<file path="src/sv/spq_pkg.sv">
// Shared types and constants for the stable priority queue.
// Used by spq_ctrl, spq_datapath and stable_priority_queue_unit; no dependencies.
package spq_pkg;

  localparam int QUEUE_DEPTH = 16;
  localparam int ID_BITS     = 16;
  localparam int PRIO_BITS   = 8;
  localparam int CNT_BITS    = $clog2(QUEUE_DEPTH + 1);
  localparam int OCC_BITS    = 5;
  localparam int STATUS_BITS = 2;

  // Operation codes carried on the kind field.
  localparam logic OP_ENQ = 1'b0;
  localparam logic OP_DEQ = 1'b1;

  typedef enum logic [STATUS_BITS-1:0] {
    SC_ENQUEUED = 2'd0,
    SC_DEQUEUED = 2'd1,
    SC_EMPTY    = 2'd2,
    SC_FULL     = 2'd3
  } status_e;

  // Commands from the controller to the datapath.
  typedef struct packed {
    logic    enq;
    logic    deq;
    logic    load;
    status_e code;
  } dp_cmd_t;

  // Status from the datapath back to the controller.
  typedef struct packed {
    logic empty;
    logic full;
  } dp_stat_t;

endpackage

</file>
<file path="src/sv/spq_ctrl.sv">
// Controller of the stable priority queue: handshakes and operation decode.
// Depends on spq_pkg.
module spq_ctrl
  import spq_pkg::*;
(
  input  logic     clk_i,
  input  logic     rst_ni,
  input  logic     in_valid_i,
  output logic     in_stall_o,
  input  logic     kind_i,
  output logic     out_valid_o,
  input  logic     out_stall_i,
  input  dp_stat_t stat_i,
  output dp_cmd_t  cmd_o
);

  typedef enum logic [1:0] {
    ST_IDLE = 2'b01,
    ST_HOLD = 2'b10
  } state_e;

  state_e state_q, state_d;
  logic   accept;

  // A held result that is not being taken blocks the next item.
  assign in_stall_o  = (state_q == ST_HOLD) && out_stall_i;
  assign accept      = in_valid_i && !in_stall_o;
  assign out_valid_o = (state_q == ST_HOLD);

  always_comb begin
    state_d = state_q;
    unique case (state_q)
      ST_IDLE: begin
        if (accept) state_d = ST_HOLD;
      end
      ST_HOLD: begin
        if (accept) state_d = ST_HOLD;
        else if (!out_stall_i) state_d = ST_IDLE;
      end
      default: state_d = ST_IDLE;
    endcase
  end

  always_ff @(posedge clk_i or negedge rst_ni) begin
    if (!rst_ni) begin
      state_q <= ST_IDLE;
    end else begin
      state_q <= state_d;
    end
  end

  always_comb begin
    cmd_o.load = accept;
    cmd_o.enq  = accept && (kind_i == OP_ENQ) && !stat_i.full;
    cmd_o.deq  = accept && (kind_i == OP_DEQ) && !stat_i.empty;
    if (kind_i == OP_ENQ) begin
      cmd_o.code = stat_i.full ? SC_FULL : SC_ENQUEUED;
    end else begin
      cmd_o.code = stat_i.empty ? SC_EMPTY : SC_DEQUEUED;
    end
  end

endmodule

</file>
<file path="src/sv/spq_datapath.sv">
// Datapath of the stable priority queue: shifting sorted entry array,
// entry count and result register. Depends on spq_pkg.
module spq_datapath
  import spq_pkg::*;
(
  input  logic                   clk_i,
  input  logic                   rst_ni,
  input  dp_cmd_t                cmd_i,
  input  logic [ID_BITS-1:0]     proc_id_i,
  input  logic [PRIO_BITS-1:0]   priority_req_i,
  output dp_stat_t               stat_o,
  output logic [STATUS_BITS-1:0] status_o,
  output logic [ID_BITS-1:0]     out_id_o,
  output logic [PRIO_BITS-1:0]   out_priority_o,
  output logic [OCC_BITS-1:0]    occupancy_o
);

  logic [ID_BITS-1:0]   id_q   [QUEUE_DEPTH];
  logic [PRIO_BITS-1:0] prio_q [QUEUE_DEPTH];
  logic [CNT_BITS-1:0]  count_q, count_d;
  logic [QUEUE_DEPTH-1:0] stay;

  logic [STATUS_BITS-1:0] status_q;
  logic [ID_BITS-1:0]     out_id_q;
  logic [PRIO_BITS-1:0]   out_prio_q;
  logic [OCC_BITS-1:0]    occ_q;

  assign stat_o.empty = (count_q == '0);
  assign stat_o.full  = (count_q == CNT_BITS'(QUEUE_DEPTH));

  always_comb begin
    count_d = count_q;
    if (cmd_i.enq) count_d = count_q + CNT_BITS'(1);
    else if (cmd_i.deq) count_d = count_q - CNT_BITS'(1);
  end

  // Held entries of equal or higher priority stay put; the array is sorted,
  // so these form a prefix and the new item lands right after it.
  for (genvar i = 0; i < QUEUE_DEPTH; i++) begin : g_slot
    assign stay[i] = (CNT_BITS'(i) < count_q) && (prio_q[i] >= priority_req_i);

    always_ff @(posedge clk_i) begin
      if (cmd_i.enq && !stay[i]) begin
        if (i == 0) begin
          id_q[i]   <= proc_id_i;
          prio_q[i] <= priority_req_i;
        end else if (stay[(i == 0) ? 0 : i-1]) begin
          id_q[i]   <= proc_id_i;
          prio_q[i] <= priority_req_i;
        end else begin
          id_q[i]   <= id_q[(i == 0) ? 0 : i-1];
          prio_q[i] <= prio_q[(i == 0) ? 0 : i-1];
        end
      end else if (cmd_i.deq && (i < QUEUE_DEPTH - 1)) begin
        id_q[i]   <= id_q[(i < QUEUE_DEPTH - 1) ? i+1 : i];
        prio_q[i] <= prio_q[(i < QUEUE_DEPTH - 1) ? i+1 : i];
      end
    end
  end

  always_ff @(posedge clk_i or negedge rst_ni) begin
    if (!rst_ni) begin
      count_q <= '0;
    end else begin
      count_q <= count_d;
    end
  end

  always_ff @(posedge clk_i) begin
    if (cmd_i.load) begin
      status_q   <= cmd_i.code;
      out_id_q   <= cmd_i.deq ? id_q[0] : '0;
      out_prio_q <= cmd_i.deq ? prio_q[0] : '0;
      occ_q      <= OCC_BITS'(count_d);
    end
  end

  assign status_o       = status_q;
  assign out_id_o       = out_id_q;
  assign out_priority_o = out_prio_q;
  assign occupancy_o    = occ_q;

endmodule

</file>
<file path="src/sv/stable_priority_queue_unit.sv">
// Stable priority queue unit: top level joining controller and datapath.
// Depends on spq_pkg, spq_ctrl and spq_datapath.
//
// Holds up to QUEUE_DEPTH (id, priority) entries sorted by priority, highest
// first, with equal priorities kept in arrival order. Each item is an enqueue
// or a dequeue and produces exactly one result item with a status code, the
// dequeued entry (zero otherwise) and the occupancy after the operation. The
// insertion point is found by comparing every slot in parallel and the whole
// array shifts in the same cycle, so a new item is accepted every cycle as
// long as the result register is drained. The result is registered and
// appears in the cycle after its item is accepted.
module stable_priority_queue_unit
  import spq_pkg::*;
(
  input  logic                   clk_i,
  input  logic                   rst_ni,
  input  logic                   in_valid_i,
  output logic                   in_stall_o,
  input  logic                   kind_i,
  input  logic [ID_BITS-1:0]     proc_id_i,
  input  logic [PRIO_BITS-1:0]   priority_req_i,
  output logic                   out_valid_o,
  input  logic                   out_stall_i,
  output logic [STATUS_BITS-1:0] status_o,
  output logic [ID_BITS-1:0]     out_id_o,
  output logic [PRIO_BITS-1:0]   out_priority_o,
  output logic [OCC_BITS-1:0]    occupancy_o
);

  dp_cmd_t  cmd;
  dp_stat_t stat;

  spq_ctrl u_ctrl (
    .clk_i       (clk_i),
    .rst_ni      (rst_ni),
    .in_valid_i  (in_valid_i),
    .in_stall_o  (in_stall_o),
    .kind_i      (kind_i),
    .out_valid_o (out_valid_o),
    .out_stall_i (out_stall_i),
    .stat_i      (stat),
    .cmd_o       (cmd)
  );

  spq_datapath u_datapath (
    .clk_i          (clk_i),
    .rst_ni         (rst_ni),
    .cmd_i          (cmd),
    .proc_id_i      (proc_id_i),
    .priority_req_i (priority_req_i),
    .stat_o         (stat),
    .status_o       (status_o),
    .out_id_o       (out_id_o),
    .out_priority_o (out_priority_o),
    .occupancy_o    (occupancy_o)
  );

endmodule
</file>
<file path="config.mk">
export PLATFORM = sky130hd
export DESIGN_NAME = stable_priority_queue_unit
export DESIGN_NICKNAME = d
export VERILOG_FILES = /design/src/sv/spq_pkg.sv /design/src/sv/spq_ctrl.sv /design/src/sv/spq_datapath.sv /design/src/sv/stable_priority_queue_unit.sv
export SDC_FILE = /design/constraint.sdc
export NUM_CORES = 1
export LEC_CHECK = 0
export ABC_AREA = 1
export ABC_CLOCK_PERIOD_IN_PS = 4700
export BUFFER_PORTS_ARGS = -buffer_cell sky130_fd_sc_hd__buf_2
export CORE_MARGIN = 5
export CORE_UTILIZATION = 30
export DETAILED_ROUTE_END_ITERATION = 8
export GPL_TIMING_DRIVEN = 0
export MAX_ROUTING_LAYER = met4
export PLACE_DENSITY_LB_ADDON = 0.25
export SYNTH_ARGS = -nofsm -noshare
export SYNTH_HDL_FRONTEND = slang
export SYNTH_HIERARCHICAL = 1
export SYNTH_SLANG_ARGS = --single-unit
</file>
<file path="constraint.sdc">
create_clock -name clk_i -period 4.7 [get_ports clk_i]
set_clock_uncertainty 0.1 [all_clocks]
set_input_delay 0.47 -clock clk_i [delete_from_list [all_inputs] [get_ports clk_i]]
set_output_delay 0.47 -clock clk_i [all_outputs]
set_load 0.1 [all_outputs]
</file>
==> summary.txt, run 1 <==
GRT
  • Total grt overflow: 0
  • Antenna violations before repair: 4
  • Largest net degree at the start of global routing: 32
  • Vias in the first global route: 23900
  • GRT Util Overall: between 20% and 30%
  • First-pass GRT wire length: ~160000 um

Clocking
  • CTS root buffer: clkbuf_16
  • Post-CTS Setup Repair Bufs: 0
  • TritonCTS Sinks: ~420
  • CTS tree: done
  • Cts bufs inserted: 50
  • Deepest clock path buffer count: 3
  • H-tree levels: 2
  • Reg clk slew, reported paths: roughly 60 ps
  • Skew-Pair Late Insertion Delay: approximately 640 ps

Synth
  • Synth Cell Area: roughly 0.027 mm^2
  • Top cell type's share of synthesized area: a little under half
  • Post-synth net total: 3427
  • Distinct cells, synth: 36
  • Main synth FF type: edfxtp_1
  • Number of register bits inferred by synthesis: 422
  • Synth Instances: 3264
  • Cell taking the most area after synthesis: edfxtp_1
  • Number of flops mapped to enable cells by yosys: 415
  • Average size of a mapped cell: 8.13 um^2
  • Ys Warns: 6
  • Synth top area cells: edfxtp_1, nand2_1, nand3_1, nand4_1, ha_1
  • FFs w/ async S/R, synth: approximately 1.7%
  • Sequential fraction of the synthesis area: between 40% and 50%

STA
  • Worst slew pin tran: 1530 ps
  • Slew HR: -2.26%
  • Fin. max-slew vios: 11
  • RSZ-0062 raised after global routing: false
  • Final number of setup-violating endpoints: 0
  • Final Hold Viols: 0
  • Tmin final: roughly 4600 ps
  • Fin Hold WS: ~36 ps
  • Setup WS post-layout: approximately 120 ps
  • Fmax achieved: 218 MHz
  • Fin crit share: between 90% and 100%

Route
  • Wire length on met3: 10100 um
  • Post-DR wirelength/cell: between 20 and 25 um
  • WL met2: ~50000 um
  • Detail Route Antenna Nets: 0
  • Drt via density: approximately 5.4
  • DRT Wirelength: roughly 110000 um
  • Initial DRC count: between 2000 and 3000
  • Vias: between 20000 and 25000
  • Max layer used: met4
  • Iteration count of the initial detailed-routing pass: 5
  • DRC: 0
  • Wl on met1: around 46000 um

Setup path
  • Max FO, Critical Path: 25
  • Setup crit start kind: input port
  • CP Capture Type: register
  • CP Class: in -> reg
  • Req. time, crit path: ~4700 ps
  • Worst Path Arrival: 4590 ps

Placed design
  • Port Buffers: 53
  • Routability cong.: about 0.92
  • Place WS: -1080 ps
  • Cell Area, Placed: between 0.02 and 0.03 mm^2
  • DP Wirelength: between 80000 and 90000 um

Pwr
  • Leakage: 13.8 nW
  • Worst IR Drop VDD: ~330 uV
  • Pwr dens: around 550 mW/mm^2

Outcome
  • Failing checks: max-capacitance violations, max-slew violations
  • Outcome: finished, violations left

Floorplanning
  • I/O pins: 62
  • Die X: approximately 310 um
  • Die Ht: about 310 um
  • Die ar.: ~0.094 mm^2
  • Starting density of the core: 30.1%
  • Core ar.: approximately 0.088 mm^2
  • Row Count: around 110

Flow run
  • Max Cap Viol: 1

Hold path
  • Worst hold path class: in -> reg

Cells and area
  • Fin util: about a third
  • Layout cells sized above 1: 10.0%
  • Final instance area: around 0.03 mm^2
  • Area grow syn2layout: 13.0%
  • Nets@finish: 3537
[worst max-delay path: stages]
cell,delay (ps)
clkdlybuf4s15_1,960
clkinv_4,700
ha_1,520
nand2_1,40
inv_1,70
nand2_1,50
nand2_1,50
nand2_1,40
nand3_1,190
nand2_4,170
nand2_4,150
clkbuf_1,370
nand2_1,750
[power breakdown]
group	switching [mW]	leakage [nW]	internal, mW
Combinational	4.52	8.98	1.58
Sequential	0.824	4.08	5.56
Clock	1.71	0.773	2.19
Total	7.06	13.8	9.33
[cell usage in the layout, fill, tap and decap left out, types with 2 or more instances in the layout]
master	instances
nand2_1	1062
nand3_1	512
edfxtp_1	415
inv_1	367
nand4_1	304
buf_2	174
ha_1	134
clkbuf_1	69
clkbuf_16	50
nor2_1	48
a21oi_1	43
o21ai_0	37
nand2_2	21
buf_4	19
inv_2	19
buf_1	19
clkinv_1	18
o21a_1	14
clkinv_2	11
o21ai_1	9
nand3_2	9
dfrtp_1	6
clkbuf_2	6
nand2_4	6
bufinv_16	4
nor3_1	4
clkinv_4	4
nor2_2	3
xor2_1	3
diode_2	2
inv_16	2
clkdlybuf4s15_1	2
buf_6	2
buf_16	2
[cells in the mapped netlist (4+ instances only)]
cell type	count
inv_2	19
clkbuf_1	64
nand2_4	6
nor3_1	4
inv_1	367
nand3_2	9
edfxtp_1	415
buf_4	19
dfrtp_1	6
nand2_2	21
o21ai_0	37
a21oi_1	43
ha_1	134
nand3_1	512
nor2_1	49
nand2_1	1062
o21ai_1	9
buf_1	19
nand4_1	304
o21a_1	14
clkinv_1	12
buf_2	121
[stage by stage]
step	instances	power [mW]	TNS (ps)
final	4581	16.4	0
after global routing	4581	17.2	0
after CTS	4579	16.3	0
after detailed placement	4486	12.4	-381290
after global placement	4482	12.3	-1057470
after floorplan	3264	10.1	0
[layer usage]
| layer | global-route usage [%] | vias up |
|---|---|---|
| met5 | - | - |
| met4 | 9.04 | 0 |
| met3 | 4.15 | 249 |
| met2 | 35.6 | 1214 |
| met1 | 30.5 | 12100 |
| li1 | - | 11300 |
[worst paths after layout]
kind	cells after the start	start	end	slack [ps]
worst max-delay path	13	priority_req_i[2]	u_datapath/prio_q[1][2]	120
worst min-delay path	4	out_stall_i	u_ctrl/state_q[0]	40
worst min register to register	2	u_ctrl/state_q[0]	u_ctrl/state_q[0]	390
worst max register to register	10	u_datapath/count_q[1]	u_datapath/occupancy_o[1]	260
min in group asynchronous	2	rst_ni	u_ctrl/state_q[1]	110
max in group asynchronous	2	rst_ni	u_ctrl/state_q[0]	4140
[cell families (layout without fill, tap and decap cells)]
logic type / count (synthesis) / count (layout) / synth area share (%)
compound gates: 109 / 109 / 2.26
buf+inv: 623 / 773 / 9.71
flops: 422 / 422 / 47.7
xor+xnor: 3 / 3 / 0.0991
fa+ha+maj: 134 / 134 / 6.32
simple gates: 1973 / 1973 / 33.9
other cells: 0 / 2 / 0
[final cells by class]
class                      instances  area [um^2]
antenna                            2         5.00
buffer                           225         1100
clock buffer                      63         1300
clock inverter                    29          277
fill                            9514        58100
inverter                         398         1510
multi-input combinational       2219        11300
sequential                       422        12600
tap                             1165         1460
timing repair buffer              58          365
[registers in the layout, summed over array words and instances (netlist names)]
register,count
u_datapath/out_priority_o,8
u_datapath/occupancy_o,5
u_datapath/count_q,5
u_datapath/prio_q,128
u_datapath/id_q,256
u_ctrl/state_q,2
u_datapath/out_id_o,16
u_datapath/status_o,2
[repair_timing]
item | in CTS | in global routing
hold endpoints to repair | 7 | 0
endpoints found under the setup margin | 172 | 24
gates resized for setup | 6 | 4
pin swaps | 0 | 0
hold buffers | 1 | 0
Power figures use the tool's default switching activity.
==> run 2, diff against run 1 <==
--- a/config.mk
+++ b/config.mk
@@ -16,5 +16,4 @@
 export PLACE_DENSITY_LB_ADDON = 0.25
 export SYNTH_ARGS = -nofsm -noshare
 export SYNTH_HDL_FRONTEND = slang
-export SYNTH_HIERARCHICAL = 1
 export SYNTH_SLANG_ARGS = --single-unit
==> run 2 against run 1 <==
The run now ends clean. Clock-buffer cell count up 10. Worst setup slack improved by 160 ps. Die area shrank 5.6%. Synthesized cell count shrank 14%. Power decreased by 4.2%. Non-clock buffer count decreased by 1. Via count is 11% lower. Flip-flop and latch count did not move. Highest routed layer unchanged.
==> summary.txt, run 2 <==
Outcome
  • Outcome: finished clean (was finished, violations left)

Synth
  • Number of register bits inferred by synthesis: 422 (unchanged)
  • Distinct cells, synth: 34 (was 36)
  • Number of flops mapped to enable cells by yosys: 415 (unchanged)
  • Post-synthesis simple-gate area fraction: 32.0% (was 33.9%)
  • FFs w/ async S/R, synth: 1.66% (unchanged)
  • Top-count cell post-synth: nand2_1 (unchanged)
  • Sequential fraction of the synthesis area: 50.6% (was 47.7%)
  • Mux contribution to synthesized area: 0.0401% (was 0%)
  • Cell taking the most area after synthesis: edfxtp_1 (unchanged)
  • Main synth FF type: edfxtp_1 (unchanged)
  • Top cell type's share of synthesized area: 49.9% (was 47.0%)
  • Synth top cells by count: nand2_1, edfxtp_1, nand3_1 (was nand2_1, nand3_1, edfxtp_1)
  • Synth Area in XOR/XNOR: 0.105% (was 0.0991%)
  • Average size of a mapped cell: 8.89 um^2 (was 8.13 um^2)
  • Compound-Gate Fraction of Synth Area: 3.13% (was 2.26%)
  • Post-Synth Adder-Cell Area: 6.66% (was 6.32%)
  • Synth top area cells: edfxtp_1, nand2_1, nand4_1, nand3_1, ha_1 (was edfxtp_1, nand2_1, nand3_1, nand4_1, ha_1)
  • Post-synth net total: 2973 (was 3427)
  • Ys Warns: 0 (was 6)
  • Synth Instances: 2811 (was 3264)
  • Synth Cell Area: 0.0250 mm^2 (was 0.0265 mm^2)
  • Largest family of logic cells by synthesized area: simple AND/OR/NAND/NOR gates (unchanged)

Floorplanning
  • I/O pins: 62 (unchanged)
  • Row Count: 105 (was 109)
  • Core ar.: 0.0824 mm^2 (was 0.0881 mm^2)
  • Die ar.: 0.0891 mm^2 (was 0.0944 mm^2)
  • Die X: 299 um (was 307 um)
  • Die Ht: 299 um (was 307 um)
  • Starting density of the core: 30.3% (was 30.1%)

Route
  • Post-DR wirelength/cell: 24.3 um (was 24.1 um)
  • DRT Wirelength: 98100 um (was 111000 um)
  • Initial DRC count: 2503 (was 2964)
  • Drt via density: 5.49 (was 5.43)
  • Detail Route Antenna Nets: 0 (unchanged)
  • DRC: 0 (unchanged)
  • Iteration count of the initial detailed-routing pass: 8 (was 5)
  • Vias: 22200 (was 24900)

Pwr
  • Worst IR Drop VDD: 307 uV (was 331 uV)
  • Pwr dens: 556 mW/mm^2 (was 547 mW/mm^2)
  • Leakage: 11.7 nW (was 13.8 nW)
  • Final Power: 15.7 mW (was 16.4 mW)

Cells and area
  • Final instance area: 0.0282 mm^2 (was 0.0300 mm^2)
  • Layout cells sized above 1: 10.9% (was 10.0%)
  • Fin cells: 4039 (was 4581)
  • Most frequent cells in the layout: nand2_1, edfxtp_1, nand3_1 (was nand2_1, nand3_1, edfxtp_1)
  • Max reg flops: 256 (unchanged)
  • Register area: 0.0126 mm^2 (unchanged)
  • Nets@finish: 3087 (was 3537)
  • Filler Cell Count: 8687 (was 9514)
  • Area grow syn2layout: 13.1% (was 13.0%)
  • Area of the multi-input gates: 0.0105 mm^2 (was 0.0113 mm^2)
  • Commonest non-fill, non-tap cell in the layout: nand2_1 (unchanged)
  • Largest Register: u_datapath.id_q (was u_datapath/id_q)

Clocking
  • CTS root buffer: clkbuf_16 (unchanged)
  • Deepest clock path buffer count: 3 (unchanged)
  • TritonCTS Sinks: 422 (unchanged)
  • Reg clk slew, reported paths: 60 ps (about the same)
  • H-tree levels: 2 (unchanged)
  • CTS tree: done (unchanged)
  • Post-CTS Setup Repair Bufs: 0 (unchanged)
  • Cts bufs inserted: 49 (was 50)
  • Skew-Pair Late Insertion Delay: 630 ps (was 640 ps)

Setup path
  • CP cell instances: inv_1 > ha_1 > nand2_1 > nand2_1 > clkinvlp_4 > nand2_2 > inv_2 > buf_6 > buf_2 > buf_2 > nand2_1 > nand2_1 (was clkdlybuf4s15_1 > clkinv_4 > ha_1 > nand2_1 > inv_1 > nand2_1 > nand2_1 > nand2_1 > nand3_1 > nand2_4 > nand2_4 > clkbuf_1 > nand2_1)
  • Slowest-stage cell, CP: nand2_1 (was clkdlybuf4s15_1)
  • Setup crit start kind: register (was input port)
  • CP Class: reg -> reg (was in -> reg)
  • FF-to-FF path depth: 12 (was 10)
  • CP Capture Type: register (unchanged)
  • Req. time, crit path: 4820 ps (was 4700 ps)
  • Worst Path Arrival: 4540 ps (was 4590 ps)
  • Max FO, Critical Path: 32 (was 25)
  • Critical path's largest stage delay: 860 ps (was 960 ps)
  • Most frequent CP cell: nand2_1 (unchanged)

Placed design
  • Port Buffers: 61 (was 53)
  • Cell count after placement: 3943 (was 4486)
  • Cell Area, Placed: 0.0267 mm^2 (was 0.0283 mm^2)
  • Routability cong.: 0.910 (was 0.916)
  • DP Wirelength: 72500 um (was 80300 um)

GRT
  • GRT Util Overall: 21.8% (was 23.1%)
  • Antenna violations before repair: 8 (was 4)
  • Vias in the first global route: 21400 (was 23900)
  • Largest net degree at the start of global routing: 33 (was 32)
  • Total grt overflow: 0 (unchanged)
  • First-pass GRT wire length: 141000 um (was 158000 um)

STA
  • Slew HR: 9.65% (was -2.26%)
  • Fin. max-slew vios: 0 (was 11)
  • Setup_tns: 0 ps (unchanged)
  • Tmin final: 4420 ps (was 4580 ps)
  • Fmax achieved: 226 MHz (was 218 MHz)
  • Fin crit share: 94.1% (was 97.5%)
  • Final Hold Viols: 0 (unchanged)
  • Worst slew pin tran: 1350 ps (was 1530 ps)
  • Final number of setup-violating endpoints: 0 (unchanged)
  • Fin Hold WS: 51.3 ps (was 35.8 ps)
  • RSZ-0062 raised after global routing: false (unchanged)

Hold path
  • Worst hold path class: in -> reg (unchanged)
  • Hold path depth: 2 (was 4)

Flow run
  • Max Cap Viol: 0 (was 1)
==> run 2: cell count changes after synthesis, sizes merged, moves of 12 or more <==
cell / previous run / this run
o21ai: 47 / 73
nand3: 522 / 364
nor2: 52 / 74
nand4: 304 / 324
nand2: 1089 / 970
clkinv: 12 / 0
a21oi: 43 / 58
inv: 386 / 145
==> run 2: worst max-delay path, delay by kind of cell, from the launching register on <==
family        cells  cell delay [ps]
buf+inv           6             1660
simple gates      5             1430
flops             1              530
fa+ha+maj         1              250
==> run 2: area by class of cell <==
cell class	count	area share (%)
antenna	4	0.0354
buffer	219	4.67
clock buffer	73	4.77
clock inverter	18	0.767
inverter	145	1.94
multi-input combinational	2025	37.1
sequential	422	44.8
tap	1070	4.74
timing repair buffer	63	1.21
==> run 2: cells by family after synthesis <==
| kind of cell | count (synthesis) |
|---|---|
| muxes | 1 |
| AOI/OAI and AO/OA | 148 |
| buffers and inverters | 364 |
| DFF | 422 |
| xor gates and xnor gates | 3 |
| adders and majority gates | 133 |
| and+or+nand+nor | 1740 |
==> run 2: metrics by stage <==
stage | utilization (%) | setup WS (ps)
CTS | 34.3 | 315
global placement | 32.3 | -151
global route | 34.3 | 73.4
floorplan | - | 707
finish | 34.3 | 276
detailed placement | 32.4 | -89.3
==> run 2: per-layer routing <==
layer	share of wire (%)	GRT usage, %	wire length [um]
met3	9.7	4.33	9520
met4	2.7	5.87	2650
met2	45	33.5	44100
met1	43	29.6	41800
met5	0	-	0
==> run 2: path summary, 6_finish.rpt <==
path | startpoint | end | slack, ps
worst max-delay path | u_ctrl.state_q[0] | u_datapath.id_q[1][61] | 280
worst min-delay path | kind_i | u_datapath.status_o[1] | 50
worst max register to register | u_ctrl.state_q[0] | u_datapath.id_q[1][61] | 280
worst min register to register | u_ctrl.state_q[0] | u_ctrl.state_q[0] | 420
max in group asynchronous | rst_ni | u_ctrl.state_q[0] | 4150
min in group asynchronous | rst_ni | u_datapath.count_q[4] | 120
==> run 2: report_power, final <==
| part | internal (mW) | switching (mW) | total, mW |
|---|---|---|---|
| logic | 1.40 | 4.02 | 5.43 |
| registers | 5.54 | 0.815 | 6.35 |
| clock network | 2.21 | 1.71 | 3.92 |
| total | 9.15 | 6.55 | 15.7 |
==> run 2: timing repair <==
action,CTS,global route
gates resized for setup,1,0
hold buffers,1,0
hold endpoints to repair,7,0
endpoints found under the setup margin,240,0
